[config.mk]
export PLATFORM = sky130hd
export DESIGN_NAME = updown_counter_ascii_reporter
export DESIGN_NICKNAME = d
export VERILOG_FILES = /design/src/sv/udc_pkg.sv /design/src/sv/updown_counter_ascii_reporter.sv
export VERILOG_INCLUDE_DIRS = /design/src /design/src/sv
export SDC_FILE = /design/constraint.sdc
export NUM_CORES = 1
export LEC_CHECK = 0
export ABC_AREA = 1
export BUFFER_PORTS_ARGS = -buffer_cell sky130_fd_sc_hd__clkbuf_2
export CORE_ASPECT_RATIO = 1.75
export CORE_MARGIN = 2
export CORE_UTILIZATION = 54
export DETAILED_ROUTE_END_ITERATION = 10
export GPL_TIMING_DRIVEN = 0
export PLACE_DENSITY_LB_ADDON = 0.15
export SETUP_SLACK_MARGIN = 0.2
export SYNTH_ARGS = -nofsm -noshare
export SYNTH_HDL_FRONTEND = slang
export SYNTH_SLANG_ARGS = --single-unit
[constraint.sdc]
create_clock -name clk_i -period 5.4 [get_ports clk_i]
set_input_delay 0.27 -clock clk_i [delete_from_list [all_inputs] [get_ports clk_i]]
set_output_delay 0.27 -clock clk_i [all_outputs]
set_load 0.05 [all_outputs]
[src/sv/assert_macros.svh]
// Assertion macros shared by the RTL of the up/down counter reporter.
// Each macro expects clk_i and rst_ni in the enclosing scope.
`ifndef ASSERT_MACROS_SVH
`define ASSERT_MACROS_SVH

// Check a property at every rising clock edge outside reset.
`define ASSERT_CLK(label, prop, msg) \
  label: assert property (@(posedge clk_i) disable iff (!rst_ni) (prop)) else $error(msg);

// Check that a condition never holds outside reset.
`define ASSERT_NEVER_CLK(label, cond, msg) \
  label: assert property (@(posedge clk_i) disable iff (!rst_ni) !(cond)) else $error(msg);

`endif

[src/sv/udc_pkg.sv]
// Types and constants for the up/down counter with ASCII serial reporter.
// No dependencies.
package udc_pkg;

  typedef enum logic [1:0] {
    ActPortChange = 2'd0,
    ActPoll       = 2'd1,
    ActTxReady    = 2'd2
  } action_e;

  localparam logic [7:0] PortUpPattern   = 8'hFE;
  localparam logic [7:0] PortDownPattern = 8'hFD;
  localparam logic [7:0] AsciiZero       = 8'h30;
  localparam logic [7:0] AsciiComma      = 8'd44;

  localparam logic [4:0] SlotHundreds = 5'd1;
  localparam logic [4:0] SlotTens     = 5'd2;
  localparam logic [4:0] SlotUnits    = 5'd3;
  localparam logic [4:0] SlotComma    = 5'd4;
  localparam logic [4:0] SlotWrap     = 5'd20;

endpackage

[src/sv/updown_counter_ascii_reporter.sv]
// Up/down counter with ASCII serial reporter, top level. Uses udc_pkg and assert_macros.svh.
// Result valid follows input accept in the next cycle; the result register is the only stage.
// Throughput: one item per cycle; a new item is taken whenever the result register is empty
// or its result is taken in the same cycle.
// Reset: asynchronous, active low; clears the armed bits, counter, slot and result valid.
module updown_counter_ascii_reporter
  import udc_pkg::*;
(
  input  logic       clk_i,
  input  logic       rst_ni,
  input  logic       in_valid_i,
  output logic       in_ready_o,
  input  logic [1:0] action_i,
  input  logic [7:0] port_value_i,
  output logic       out_valid_o,
  input  logic       out_ready_i,
  output logic       tx_valid_o,
  output logic [7:0] tx_byte_o,
  output logic [7:0] count_value_o
);

  logic       up_armed_q, up_armed_d;
  logic       down_armed_q, down_armed_d;
  logic [7:0] count_q, count_d;
  logic [4:0] slot_q, slot_d;
  logic       out_valid_q, out_valid_d;
  logic       tx_valid_q, tx_valid_d;
  logic [7:0] tx_byte_q, tx_byte_d;
  logic [7:0] count_value_q;

  logic        in_accept;
  logic [4:0]  slot_next;
  logic [1:0]  hundreds;
  logic [6:0]  rem;
  logic [14:0] tens_prod;
  logic [3:0]  tens;
  logic [6:0]  units_full;
  logic [3:0]  units;
  logic        tx_byte_legal;

  assign in_ready_o = !out_valid_q || out_ready_i;
  assign in_accept  = in_valid_i && in_ready_o;

  always_comb begin
    if (count_q >= 8'd200) begin
      hundreds = 2'd2;
      rem      = 7'(count_q - 8'd200);
    end else if (count_q >= 8'd100) begin
      hundreds = 2'd1;
      rem      = 7'(count_q - 8'd100);
    end else begin
      hundreds = 2'd0;
      rem      = count_q[6:0];
    end
    tens_prod  = {8'b0, rem} * 15'd205;
    tens       = tens_prod[14:11];
    units_full = rem - 7'({3'b0, tens} * 7'd10);
    units      = units_full[3:0];
  end

  assign slot_next = slot_q + 5'd1;

  always_comb begin
    up_armed_d   = up_armed_q;
    down_armed_d = down_armed_q;
    count_d      = count_q;
    slot_d       = slot_q;
    tx_valid_d   = 1'b0;
    tx_byte_d    = 8'd0;
    if (in_accept) begin
      case (action_i)
        ActPortChange: begin
          if (port_value_i == PortUpPattern) begin
            up_armed_d = 1'b1;
          end else if (port_value_i == PortDownPattern) begin
            down_armed_d = 1'b1;
          end else begin
            up_armed_d   = 1'b0;
            down_armed_d = 1'b0;
          end
        end
        ActPoll: begin
          if (up_armed_q && !port_value_i[0] && !(down_armed_q && !port_value_i[1])) begin
            count_d = count_q + 8'd1;
          end else if (down_armed_q && !port_value_i[1]
                       && !(up_armed_q && !port_value_i[0])) begin
            count_d = count_q - 8'd1;
          end
          if (up_armed_q && !port_value_i[0]) begin
            up_armed_d = 1'b0;
          end
          if (down_armed_q && !port_value_i[1]) begin
            down_armed_d = 1'b0;
          end
        end
        ActTxReady: begin
          slot_d = slot_next;
          case (slot_next)
            SlotHundreds: begin
              tx_valid_d = 1'b1;
              tx_byte_d  = AsciiZero + {6'b0, hundreds};
            end
            SlotTens: begin
              tx_valid_d = 1'b1;
              tx_byte_d  = AsciiZero + {4'b0, tens};
            end
            SlotUnits: begin
              tx_valid_d = 1'b1;
              tx_byte_d  = AsciiZero + {4'b0, units};
            end
            SlotComma: begin
              tx_valid_d = 1'b1;
              tx_byte_d  = AsciiComma;
            end
            SlotWrap: begin
              slot_d = 5'd0;
            end
            default: begin
            end
          endcase
        end
        default: begin
        end
      endcase
    end
  end

  always_comb begin
    out_valid_d = out_valid_q;
    if (in_accept) begin
      out_valid_d = 1'b1;
    end else if (out_ready_i) begin
      out_valid_d = 1'b0;
    end
  end

  always_ff @(posedge clk_i or negedge rst_ni) begin
    if (!rst_ni) begin
      up_armed_q   <= 1'b0;
      down_armed_q <= 1'b0;
      count_q      <= 8'd0;
      slot_q       <= 5'd0;
      out_valid_q  <= 1'b0;
    end else begin
      up_armed_q   <= up_armed_d;
      down_armed_q <= down_armed_d;
      count_q      <= count_d;
      slot_q       <= slot_d;
      out_valid_q  <= out_valid_d;
    end
  end

  always_ff @(posedge clk_i) begin
    if (in_accept) begin
      tx_valid_q    <= tx_valid_d;
      tx_byte_q     <= tx_byte_d;
      count_value_q <= count_d;
    end
  end

  assign out_valid_o   = out_valid_q;
  assign tx_valid_o    = tx_valid_q;
  assign tx_byte_o     = tx_byte_q;
  assign count_value_o = count_value_q;

  assign tx_byte_legal = (tx_byte_q == AsciiComma)
                         || (tx_byte_q >= AsciiZero && tx_byte_q <= AsciiZero + 8'd9);

`include "assert_macros.svh"

  `ASSERT_NEVER_CLK(a_slot_range, slot_q > SlotWrap, "send slot beyond wrap point")
  `ASSERT_CLK(a_accept_fills, in_accept |=> out_valid_q, "accepted item left no result")
  `ASSERT_CLK(a_tx_byte_ascii, (out_valid_q && tx_valid_q) |-> tx_byte_legal, "bad tx byte")

endmodule

==> metrics <==
Clk pwr share 0.219; RSZ-0062 raised after global routing true; Syn Area/Cell 8.19 sq um; Final Max Tran Viols 0; Rows 35; layout cells sized above 1 0.396; Worst R2R Start count_q[3]; Arr. time, crit path 5590 ps; Seq pwr share 0.361; final hold violation count 0; Yosys cell types 37; Cell Int Power 0.492 mW; PD cells 195 nW/um^2; outcome finished with violations; IO buf count 30; Clock Skew 6.44 ps; Hold Path Origin out_ready_i; initial core utilization 0.563; CP Capture Type flop; DR iter-0 viols 78; Area after DPL 3250 sq um; total wire length 8450 um; worst hold path type in2reg; io pins 33; vias in the first global route 2,835; post-route ant nets 0; area of the multi-input gates 2230 sq um; drt drc 0; worst hold stages 4; overflow left after global routing 0; CTS tree done; Final Setup Violations 1; Placer Congestion 0.877; initial antenna violation count 0; fin area 4100 sq um; power consumption 0.801 mW; Switch Pwr 0.308 mW; drt wl/cell 15.9 um; most frequent CP cell buf_4; CP max-delay cell fa_1; CTS sink cnt 30; r2r endpoint tx_byte_o[3]; hold path endpoint out_valid_o; FF-to-FF setup slack -160 ps; Core Util, Final 0.773; CTS buffer count 5; highest clock rate 0.180 GHz; flip-flop and latch count after synthesis 30; Die Y 102 um; register area 826 sq um; register area share after synthesis 0.275; core footprint 5300 sq um; CP peak stage delay 520 ps; Ys Warns 0; DR pass1 iterations 4; Leak 1.99 nW; largest net degree at the start of global routing 17; Syn Std Cell Area 2980 sq um; clk root buf clkbuf_8; GRT Overall Usage 0.266; post-route setup slack -156 ps; commonest non-fill, non-tap cell in the layout nand2_1; Die ar. 6160 sq um; Worst-Margin Slew 605 ps; failing checks negative setup slack; Period Utilization, post-route 1.03; Comb pwr share 0.420; H-tree lvl count 2; Die Span X 60.2 um; Clock Path Buffers 2; global-route wire length before repair 12,200 um; WS Path Type reg2reg; post-DP HPWL 5190 um; vias per cell 5.33; cell count after synthesis 364; Skew-Pair Late Insertion Delay 280 ps; worst-path maximum fanout 5; nets 526; TNS Setup -156 ps; R2R cell count 34; commonest non-fill, non-tap cells in the layout nand2_1 (51), buf_4 (49), inv_1 (47), ha_1 (34), clkbuf_2 (30); area grow syn2layout 37.4%; Sw Share 0.385; Worst VDD drop 200 uV; Antenna Cells 0; headroom to the max-slew limit 0.596; via count 2,829; fill cell count 368; Critical Path RT 5440 ps; startpoint types flop; clock slew at reported path FFs 70 ps; Tmin final 5560 ps; Max Cap Viol 0
## registers in the layout, indices dropped and copies added (netlist names)
register       flops
count_q            8
count_value_o      8
tx_byte_o          6
slot_q             5
down_armed_q       1
out_valid_o        1
up_armed_q         1
## critical path, delay by kind of cell, from the launching register on
| family | cells | cell delay, ps |
|---|---|---|
| AND/OR/NAND/NOR | 10 | 860 |
| AO/OA/AOI/OAI | 3 | 430 |
| adder cells (fa/ha/maj) | 5 | 1760 |
| buffers and inverters | 15 | 1590 |
| flip-flops | 1 | 450 |
| XOR/XNOR | 1 | 240 |
## worst max-delay path by stage
stage	from	cells after the start	end	slack (ps)
after floorplan	count_q[0]	33	tx_byte_o[3]	200
after global placement	count_q[1]	34	tx_byte_o[3]	-420
after detailed placement	count_q[1]	37	tx_byte_o[3]	-460
after CTS	count_q[3]	37	tx_byte_o[3]	200
after global routing	count_q[3]	35	tx_byte_o[3]	-270
final	count_q[3]	34	tx_byte_o[3]	-160
## timing repair
| item | 4_1_cts | 5_1_grt |
|---|---|---|
| endpoints found under the setup margin | 3 | 2 |
| gates resized for setup | 43 | 39 |
| endpoints found under the hold margin | 16 | 0 |
| pin swaps | 31 | 35 |
| hold buffers | 1 | 0 |
| buffers inserted | 44 | 9 |
## power groups by stage
stage / sequential, mW / combinational, mW / clock, mW
after floorplan: 0.317 / 0.164 / 0
after global placement: 0.292 / 0.236 / 0
after detailed placement: 0.294 / 0.242 / 0
after CTS: 0.289 / 0.303 / 0.181
after global routing: 0.293 / 0.368 / 0.189
final: 0.289 / 0.336 / 0.175
## cells by family after synthesis
logic type,share of synthesized area
AND/OR/NAND/NOR,0.234
buffers and inverters,0.0906
adder cells (fa/ha/maj),0.258
AO/OA/AOI/OAI,0.0944
flip-flops,0.275
XOR/XNOR,0.0470
other,0.00126
## layout make-up
| class | count | area share |
|---|---|---|
| clock buffer | 5 | 0.0168 |
| buffer | 4 | 0.00824 |
| multi-input combinational | 268 | 0.545 |
| sequential | 30 | 0.202 |
| inverter | 63 | 0.0595 |
| tap | 74 | 0.0226 |
| clock inverter | 3 | 0.00397 |
| timing repair buffer | 84 | 0.143 |
## Yosys cell counts (all sizes together)
library cell	number	area, sq um
buf	4	33.8
a22o	1	8.76
fa	9	180
nor3b	1	7.51
a21oi	14	73.8
nor2	21	86.3
nand3b	2	15.0
o22ai	3	25.0
ha	47	588
and2	1	8.76
nand4	4	25.0
o21ai	20	100
a311oi	1	8.76
nand3	28	155
o211ai	3	22.5
nor3	5	25.0
nand2	77	332
conb	1	3.75
edfxtp	14	420
xor2	15	131
inv	63	236
xnor2	1	8.76
o21a	2	15.0
dfrtp	16	400
or2	1	6.26
and3	1	6.26
a31oi	3	18.8
a221oi	1	8.76
nor4	5	31.3
## metrics by stage
stage	hold WS (ps)	instances	setup slack, ps
floorplan	-25.6	365	202
global placement	226	469	-416
detailed placement	224	469	-458
CTS	258	522	200
global route	280	531	-274
finish	272	531	-156
## per-layer routing
metal / up-vias / wire length [um] / GRT usage
li1: 1385 / - / -
met1: 1320 / 2930 / 0.255
met2: 86 / 4770 / 0.512
met3: 38 / 251 / 0.0342
met4: 0 / 506 / 0.154
met5: - / 0 / 0
(Power assumes the default switching activity.)
